File: src/rtl/core/gyro_heading_integrator_unit_defines.svh
`ifndef GYRO_HEADING_INTEGRATOR_UNIT_DEFINES_SVH
`define GYRO_HEADING_INTEGRATOR_UNIT_DEFINES_SVH

// clocked check, held off while in reset
`define GHI_ASSERT(lbl, prop, msg) \
  lbl: assert property (@(posedge clk_i) disable iff (!rst_ni) (prop)) else $error(msg);

// same-cycle implication
`define GHI_ASSERT_IMP(lbl, ante, cons, msg) \
  lbl: assert property (@(posedge clk_i) disable iff (!rst_ni) (ante) |-> (cons)) else $error(msg);

// next-cycle implication
`define GHI_ASSERT_NXT(lbl, ante, cons, msg) \
  lbl: assert property (@(posedge clk_i) disable iff (!rst_ni) (ante) |=> (cons)) else $error(msg);

`endif

File: src/rtl/core/ghi_pkg.sv
`timescale 1ns / 1ps

package ghi_pkg;

  typedef enum logic [1:0] {
    OP_CAL = 2'd0,
    OP_RST = 2'd1,
    OP_UPD = 2'd2
  } op_e;

  // calibration run length, a power of two
  localparam int unsigned CAL_SHIFT   = 10;
  localparam int unsigned CAL_SAMPLES = 1 << CAL_SHIFT;
  localparam int unsigned CAL_CNT_W   = 13;

  // heading increment = rate * dt * MUL_GAIN / DIV_DEN, by reciprocal
  // multiplication: |rate * dt| < 2^31 and the rounding error of the
  // reciprocal is below DIV_DEN, so a 2^56 scale gives the exact quotient
  localparam int unsigned MAG_W  = 31;
  localparam int unsigned QUOT_W = 32;
  localparam int unsigned RCP_W  = 56;
  localparam int unsigned RCP_H  = 28;
  localparam int unsigned MPY_W  = MAG_W + RCP_H;
  localparam int unsigned ACC_W  = MPY_W + 1;

  localparam logic [79:0] MUL_GAIN = 80'd14680064;
  localparam logic [79:0] DIV_DEN  = 80'd17578125;
  localparam logic [79:0] RCP_FULL = ((MUL_GAIN << RCP_W) + DIV_DEN - 80'd1) / DIV_DEN;
  localparam logic [RCP_H-1:0] RCP_LO = RCP_FULL[RCP_H-1:0];
  localparam logic [RCP_H-1:0] RCP_HI = RCP_FULL[RCP_W-1:RCP_H];

  localparam logic [25:0] DEG_SCALE = 26'd360;

  typedef struct packed {
    logic busy;
    logic done;
  } div_stat_t;

endpackage

File: src/rtl/core/ghi_div.sv
`timescale 1ns / 1ps

module ghi_div (
  input  logic                        clk_i,
  input  logic                        rst_ni,
  input  logic                        start_i,
  input  logic [ghi_pkg::MAG_W-1:0]   num_i,
  output logic [ghi_pkg::QUOT_W-1:0]  quot_o,
  output ghi_pkg::div_stat_t          stat_o
);

  logic                       busy_q, busy_d;
  logic                       done_q, done_d;
  logic [ghi_pkg::MAG_W-1:0]  x_q;
  logic [ghi_pkg::MPY_W-1:0]  lo_q;
  logic [ghi_pkg::QUOT_W-1:0] quot_q;
  logic [ghi_pkg::MAG_W-1:0]  mul_a;
  logic [ghi_pkg::RCP_H-1:0]  mul_b;
  logic [ghi_pkg::MPY_W-1:0]  mul_p;
  logic [ghi_pkg::ACC_W-1:0]  acc;

  // one shared multiplier: low reciprocal half at start, high half next cycle
  assign mul_a = busy_q ? x_q : num_i;
  assign mul_b = busy_q ? ghi_pkg::RCP_HI : ghi_pkg::RCP_LO;
  assign mul_p = ghi_pkg::MPY_W'(mul_a) * ghi_pkg::MPY_W'(mul_b);
  assign acc   = {1'b0, mul_p} + ghi_pkg::ACC_W'(lo_q[ghi_pkg::MPY_W-1:ghi_pkg::RCP_H]);

  always_comb begin
    busy_d = 1'b0;
    done_d = 1'b0;
    if (start_i) begin
      busy_d = 1'b1;
    end else if (busy_q) begin
      done_d = 1'b1;
    end
  end

  always_ff @(posedge clk_i or negedge rst_ni) begin
    if (!rst_ni) begin
      busy_q <= 1'b0;
      done_q <= 1'b0;
    end else begin
      busy_q <= busy_d;
      done_q <= done_d;
    end
  end

  always_ff @(posedge clk_i) begin
    if (start_i) begin
      x_q  <= num_i;
      lo_q <= mul_p;
    end
    if (busy_q) begin
      quot_q <= acc[ghi_pkg::ACC_W-1:ghi_pkg::RCP_H];
    end
  end

  assign quot_o      = quot_q;
  assign stat_o.busy = busy_q;
  assign stat_o.done = done_q;

endmodule

File: src/rtl/core/gyro_heading_integrator_unit.sv
`timescale 1ns / 1ps
// Gyro yaw-rate integrator with bias calibration.
// Input stream: one request per gyro sample; tuser selects calibrate sample,
// heading reset or integrate update, tdata carries the raw rate and the
// 16-bit microsecond timestamp. Output stream: one result per request with
// heading (2^32 = full turn), whole degrees, corrected rate, bias and the
// calibrated flag.
// Sequence: calibrate, reset and unused selector pass from acceptance
// through the execute and finish states to tvalid. An update runs through
// rate times interval, two passes through the shared multiplier for the
// reciprocal of the scale divisor, a wait to see the unit done, the heading
// add and the output load. One request at a time: s_axis_tready is high
// only while the sequencer is idle, so no request is taken mid-sequence.
// The next request may be accepted while a result still waits in the
// output register.
// Reset clears heading, timestamp, bias and calibration progress to zero.
// If the receiver stalls, the result holds in the output register and the
// sequencer waits before publishing the next one.
`include "gyro_heading_integrator_unit_defines.svh"

module gyro_heading_integrator_unit (
  input  logic        clk_i,
  input  logic        rst_ni,
  input  logic        s_axis_tvalid_i,
  output logic        s_axis_tready_o,
  input  logic [31:0] s_axis_tdata_i,   // raw_rate[15:0], time_us[31:16]
  input  logic [1:0]  s_axis_tuser_i,   // operation[1:0]
  output logic        m_axis_tvalid_o,
  input  logic        m_axis_tready_i,
  // heading_angle[31:0], heading_degrees[40:32], corrected_rate[56:41],
  // bias_offset[72:57], calibrated[73], zero pad[79:74]
  output logic [79:0] m_axis_tdata_o
);

  localparam logic [2:0] ST_IDLE = 3'd0;
  localparam logic [2:0] ST_EXEC = 3'd1;
  localparam logic [2:0] ST_MULK = 3'd2;
  localparam logic [2:0] ST_WAIT = 3'd3;
  localparam logic [2:0] ST_ACC  = 3'd4;
  localparam logic [2:0] ST_FIN  = 3'd5;

  logic [2:0]                     state_q, state_d;
  logic [31:0]                    heading_q, heading_d;
  logic [15:0]                    last_time_q, last_time_d;
  logic [15:0]                    bias_q, bias_d;
  logic [31:0]                    cal_sum_q, cal_sum_d;
  logic [ghi_pkg::CAL_CNT_W-1:0]  cal_count_q, cal_count_d;
  logic                           cal_done_q, cal_done_d;
  logic [15:0]                    last_rate_q, last_rate_d;
  logic                           out_valid_q, out_valid_d;

  logic [1:0]                     op_q;
  logic [15:0]                    raw_q;
  logic [15:0]                    t_q;
  logic [ghi_pkg::MAG_W-1:0]      prod_q, prod_d;
  logic [15:0]                    rate_q, rate_d;
  logic [79:0]                    out_data_q, out_data_d;

  logic                           in_req;
  logic                           out_load;
  logic [15:0]                    rate_w;
  logic [16:0]                    rate_sx;
  logic [16:0]                    mag;
  logic [15:0]                    dt;
  logic [32:0]                    prod_w;
  logic [31:0]                    sum_new;
  logic [ghi_pkg::CAL_CNT_W-1:0]  cnt_new;
  logic [31:0]                    sum_bias;
  logic [31:0]                    inc;
  logic [25:0]                    deg_prod;
  logic                           div_start;
  logic [ghi_pkg::QUOT_W-1:0]     quot;
  ghi_pkg::div_stat_t             div_stat;

  assign in_req          = s_axis_tvalid_i && s_axis_tready_o;
  assign s_axis_tready_o = (state_q == ST_IDLE);
  assign div_start       = (state_q == ST_MULK);
  assign out_load        = (state_q == ST_FIN) && (!out_valid_q || m_axis_tready_i);

  // update datapath
  assign rate_w  = raw_q - bias_q;
  assign rate_sx = {rate_w[15], rate_w};
  assign mag     = rate_w[15] ? (~rate_sx + 17'd1) : rate_sx;
  assign dt      = t_q - last_time_q;
  assign prod_w  = 33'(mag) * 33'(dt);
  assign inc     = rate_q[15] ? (32'd0 - quot) : quot;

  // calibration datapath, average truncated toward zero
  assign sum_new  = cal_sum_q + {{16{raw_q[15]}}, raw_q};
  assign cnt_new  = cal_count_q + 1'b1;
  assign sum_bias = sum_new + (sum_new[31] ? 32'(ghi_pkg::CAL_SAMPLES - 1) : 32'd0);

  // floor((signed heading[31:16] * 360) / 2^16)
  assign deg_prod = {{10{heading_q[31]}}, heading_q[31:16]} * ghi_pkg::DEG_SCALE;

  ghi_div u_div (
    .clk_i   (clk_i),
    .rst_ni  (rst_ni),
    .start_i (div_start),
    .num_i   (prod_q),
    .quot_o  (quot),
    .stat_o  (div_stat)
  );

  always_comb begin
    state_d     = state_q;
    heading_d   = heading_q;
    last_time_d = last_time_q;
    bias_d      = bias_q;
    cal_sum_d   = cal_sum_q;
    cal_count_d = cal_count_q;
    cal_done_d  = cal_done_q;
    last_rate_d = last_rate_q;
    out_valid_d = out_valid_q;
    prod_d      = prod_q;
    rate_d      = rate_q;
    out_data_d  = out_data_q;

    if (m_axis_tvalid_o && m_axis_tready_i) begin
      out_valid_d = 1'b0;
    end

    case (state_q)
      ST_IDLE: begin
        if (in_req) begin
          state_d = ST_EXEC;
        end
      end
      ST_EXEC: begin
        state_d = ST_FIN;
        case (ghi_pkg::op_e'(op_q))
          ghi_pkg::OP_CAL: begin
            cal_sum_d   = sum_new;
            cal_count_d = cnt_new;
            if (cnt_new >= ghi_pkg::CAL_CNT_W'(ghi_pkg::CAL_SAMPLES)) begin
              bias_d      = sum_bias[ghi_pkg::CAL_SHIFT+15:ghi_pkg::CAL_SHIFT];
              cal_done_d  = 1'b1;
              cal_sum_d   = '0;
              cal_count_d = '0;
            end
          end
          ghi_pkg::OP_RST: begin
            heading_d   = '0;
            last_time_d = t_q;
          end
          ghi_pkg::OP_UPD: begin
            prod_d  = prod_w[ghi_pkg::MAG_W-1:0];
            rate_d  = rate_w;
            state_d = ST_MULK;
          end
          default: begin
            state_d = ST_FIN;
          end
        endcase
      end
      ST_MULK: begin
        state_d = ST_WAIT;
      end
      ST_WAIT: begin
        if (div_stat.done) begin
          state_d = ST_ACC;
        end
      end
      ST_ACC: begin
        heading_d   = heading_q + inc;
        last_time_d = t_q;
        last_rate_d = rate_q;
        state_d     = ST_FIN;
      end
      ST_FIN: begin
        if (out_load) begin
          out_valid_d = 1'b1;
          out_data_d  = {6'd0, cal_done_q, bias_q, last_rate_q, deg_prod[24:16], heading_q};
          state_d     = ST_IDLE;
        end
      end
      default: begin
        state_d = ST_IDLE;
      end
    endcase
  end

  always_ff @(posedge clk_i or negedge rst_ni) begin
    if (!rst_ni) begin
      state_q     <= ST_IDLE;
      heading_q   <= '0;
      last_time_q <= '0;
      bias_q      <= '0;
      cal_sum_q   <= '0;
      cal_count_q <= '0;
      cal_done_q  <= 1'b0;
      last_rate_q <= '0;
      out_valid_q <= 1'b0;
    end else begin
      state_q     <= state_d;
      heading_q   <= heading_d;
      last_time_q <= last_time_d;
      bias_q      <= bias_d;
      cal_sum_q   <= cal_sum_d;
      cal_count_q <= cal_count_d;
      cal_done_q  <= cal_done_d;
      last_rate_q <= last_rate_d;
      out_valid_q <= out_valid_d;
    end
  end

  always_ff @(posedge clk_i) begin
    if (in_req) begin
      op_q  <= s_axis_tuser_i;
      raw_q <= s_axis_tdata_i[15:0];
      t_q   <= s_axis_tdata_i[31:16];
    end
    prod_q     <= prod_d;
    rate_q     <= rate_d;
    out_data_q <= out_data_d;
  end

  assign m_axis_tvalid_o = out_valid_q;
  assign m_axis_tdata_o  = out_data_q;

  `GHI_ASSERT_IMP(a_ready_div_idle, s_axis_tready_o, !div_stat.busy && !div_stat.done, "divider active while idle")
  `GHI_ASSERT_IMP(a_done_in_wait, div_stat.done, state_q == ST_WAIT, "divider result outside wait state")
  `GHI_ASSERT_NXT(a_start_busy, div_start, div_stat.busy, "divider did not start")
  `GHI_ASSERT(a_cal_count_range, cal_count_q < ghi_pkg::CAL_CNT_W'(ghi_pkg::CAL_SAMPLES), "calibration count overrun")

endmodule
File: config.mk
export PLATFORM = sky130hd
export DESIGN_NAME = gyro_heading_integrator_unit
export DESIGN_NICKNAME = d
export VERILOG_FILES = /design/src/rtl/core/ghi_pkg.sv /design/src/rtl/core/ghi_div.sv /design/src/rtl/core/gyro_heading_integrator_unit.sv
export VERILOG_INCLUDE_DIRS = /design/src /design/src/rtl/core
export SDC_FILE = /design/constraint.sdc
export NUM_CORES = 2
export LEC_CHECK = 0
export BUFFER_PORTS_ARGS = -buffer_cell sky130_fd_sc_hd__buf_2
export CAP_MARGIN = 5
export CORE_UTILIZATION = 66
export CTS_CLUSTER_DIAMETER = 40
export DETAILED_ROUTE_END_ITERATION = 6
export PLACE_DENSITY = 0.83
export SLEW_MARGIN = 5
export SYNTH_ARGS = -nofsm -noshare
export SYNTH_HDL_FRONTEND = slang
export SYNTH_SLANG_ARGS = --single-unit
export TNS_END_PERCENT = 10
File: constraint.sdc
create_clock -name clk_i -period 14.6 [get_ports clk_i]
set_clock_uncertainty 0.15 [all_clocks]
set_input_delay 1.46 -clock clk_i [delete_from_list [all_inputs] [get_ports clk_i]]
set_output_delay 1.46 -clock clk_i [all_outputs]
set_load 0.05 [all_outputs]
==> results by group <==
Status
  – Outcome: finished, final reports clean

Timing
  – Final hold violations: 0
  – PnR worst setup slack: 2.09 ns
  – Period utilisation layout: between 80% and 90%
  – FMAX: between 0.07 and 0.08 GHz
  – Final setup fails: 0
  – Final setup TNS: 0 ns
  – Rel. slew slack: approximately 15%
  – Tightest Pin Transition: 1.27 ns
  – RSZ-0062 raised after global routing: false
  – Final min period: between 10 and 15 ns
  – Slew Limit Fails: 0

Critical path
  – Crit path top cell by count: fa_1
  – WP data required: ~15 ns
  – Critical path endpoint category: register
  – Worst reg2reg path depth: 38
  – Capture point of the critical path: u_div.quot_o[28]
  – WP data arrival: 12.73 ns
  – Slowest CP cell: buf_4
  – CP max stage delay: 0.66 ns
  – FF-to-FF Start: u_div.busy_q
  – Worst setup path start: u_div.busy_q
  – CP max FO: 73
  – Flop-to-flop setup slack: between 2 and 2.5 ns
  – CP startpoint kind: register
  – R2R Path End: u_div.quot_o[28]
  – Crit path kind: register to register

Floorplanning
  – DIE WIDTH: approximately 280 um
  – Core area: 76100 um^2
  – Die H: about 280 um
  – Initial core utilization: 66.9%
  – DIE AREA: slightly below 80000 um^2
  – Num rows: about 100
  – Num ports: between 100 and 150

Synth
  – Top-count cell post-synth: inv_1
  – Synthesis-stage register bit count: 381
  – Post-Syn Area: between 50000 and 60000 um^2
  – Avg Inst Size Synth: 9.98 um^2
  – Post-synth EDFFs: ~250
  – Post-synth top cells: 1190 x inv_1, 790 x fa_1, 565 x ha_1
  – Synth area leaders: fa_1 31%, edfxtp_1 15%, ha_1 14%
  – Cell count after synthesis: 5098
  – Cell taking the most area after synthesis: fa_1
  – Sequential area share after synthesis: between 20% and 30%
  – Library cells used by synthesis: approximately 90
  – Area share of the leading cell type in the synthesized netlist: 31.1%
  – Main synth FF type: edfxtp_1
  – Ys Warns: 0
  – Post-synth ARST share: around a third

Clock network
  – Resized cells post-CTS: 0
  – Clock sink count: ~380
  – CTS tree: yes
  – Root Driver: clkbuf_16
  – CTS Buf Count: 59
  – Post CTS Setup Buffer Count: 0
  – CTS HTree Levels: 2
  – Worst-Skew Late Latency: between 0.6 and 0.7 ns
  – Clock transition at path regs: about 0.07 ns
  – Number of buffers on the longest clock path: 3
  – CTS Hold Buffers Added: 0

Finish
  – Syn-to-layout area delta: 7.98%
  – Layout net count: about 6700
  – Share of cells above drive strength 1: 6.31%
  – Diodes inserted: 0
  – Design Area, Final: 55000 um^2
  – Fillers: roughly 5500

Global route
  – Largest net degree at the start of global routing: 88
  – Total global-route track usage: a little over a third
  – First-pass GRT wire length: 209000 um
  – Number of global-route vias before repair: approximately 39000
  – Grt ovf: 0
  – Initial antenna violation count: 1

Drt
  – Initial DRC count: between 3000 and 4000
  – 1st-pass router iterations: 6
  – DR WL/cell: 21.0 um
  – ANT nets after route: 0
  – Via-to-Cell Ratio: between 5 and 6
  – Final WL: about 130000 um
  – Remaining DRCs: 0
  – Vias: about 37000

Placement
  – Gpl congestion: roughly 1.1
  – Post-detail-place hpwl: 110000 um
  – IO buf count: 113
  – Pre-CTS setup slack: approximately 2.2 ns
  – Placed inst area: 52900 um^2

Job
  – Max cap viols: 0

Worst hold path
  – HP Class: register to register
layout make-up:
| type | count | area [um^2] | share of cell area (%) |
|---|---|---|---|
| Multi-Input combinational cell | 3472 | 35500 | 64.6 |
| Tap cell | 1030 | 1290 | 2.35 |
| Sequential cell | 381 | 10800 | 19.6 |
| Clock buffer | 67 | 1560 | 2.84 |
| Clock inverter | 44 | 512 | 0.931 |
| Inverter | 1195 | 4490 | 8.16 |
| Timing Repair Buffer | 148 | 835 | 1.52 |
routing by layer:
layer	share of wire, %	track usage (%)	vias to the layer above
li1	-	-	16500
met1	39	45.0	18200
met2	48	58.4	1539
met3	7.5	5.46	408
met4	5.8	17.1	2
met5	0.0098	0	-
worst min path at each step:
stage / start / to / slack [ns] / depth (start not counted)
4_1_cts: prod_q[24] / u_div.x_q[24] / 0.30 / 0
3_5_place_dp: last_rate_q[6] / m_axis_tdata_o[47] / 0.28 / 0
6_report: last_rate_q[11] / m_axis_tdata_o[52] / 0.30 / 0
3_3_place_gp: last_rate_q[1] / m_axis_tdata_o[42] / 0.28 / 0
2_1_floorplan: rate_q[0] / last_rate_q[0] / 0.26 / 2
5_1_grt: rate_q[6] / last_rate_q[6] / 0.30 / 2
registers in the layout, summed over array words and instances (netlist names), 2 cells and up:
register	cells
last_rate_q	16
state_q	3
raw_q	16
prod_q	31
u_div.x_q	31
cal_sum_q	32
u_div.quot_o	32
heading_q	32
bias_q	16
m_axis_tdata_o	74
last_time_q	16
u_div.lo_q	31
cal_count_q	13
op_q	2
rate_q	16
t_q	16
cell families (layout without fill, tap and decap cells):
group | Yosys count | count (layout) | share of synthesized area, %
mux | 20 | 20 | 0.433
flops | 381 | 381 | 21.2
buf+inv | 1293 | 1454 | 9.60
fa+ha+maj | 1355 | 1355 | 45.0
compound gates | 688 | 688 | 8.84
xor+xnor | 275 | 275 | 4.75
simple gates | 1084 | 1084 | 10.2
other cells | 2 | 50 | 0.0148
critical path, delay by kind of cell, from the launching register on:
kind,cells,cell delay (ns)
DFF,1,0.62
adders and majority gates,9,4.33
xor gates and xnor gates,2,0.30
buffers and inverters,7,1.32
AOI/OAI and AO/OA,7,1.89
and+or+nand+nor,13,3.65
stage by stage:
stage | utilization, % | hold slack (ns) | std cells
3_3_place_gp | 69.5 | 0.281 | 6226
3_5_place_dp | 69.5 | 0.282 | 6226
5_1_grt | 72.2 | 0.304 | 6337
4_1_cts | 72.2 | 0.299 | 6337
6_report | 72.2 | 0.301 | 6337
2_1_floorplan | - | 0.265 | 5146
cells in the final DEF, fill, tap and decap left out, types with 10 or more instances in the layout:
master / instances
nor3_1: 49
a22o_1: 26
o21ai_0: 151
buf_2: 112
nand2_1: 465
ha_1: 565
a21oi_1: 200
nor2b_1: 46
o21a_1: 28
buf_4: 35
and3_1: 38
inv_1: 1190
nand3_1: 57
edfxtp_1: 249
o31ai_1: 26
xnor2_1: 186
o211ai_1: 10
a21o_1: 87
dfrtp_1: 131
a211oi_1: 13
xor2_1: 85
or3_1: 22
mux2_2: 16
nand2b_1: 62
or2_2: 12
a31oi_1: 24
o21bai_1: 29
nor2_1: 185
and2_1: 59
nand4_1: 21
fa_1: 790
clkbuf_16: 61
conb_1: 50
Power is left out: the tool's default activity adds up to more than one toggle a clock period on the data nets, which glitch-free logic cannot reach.
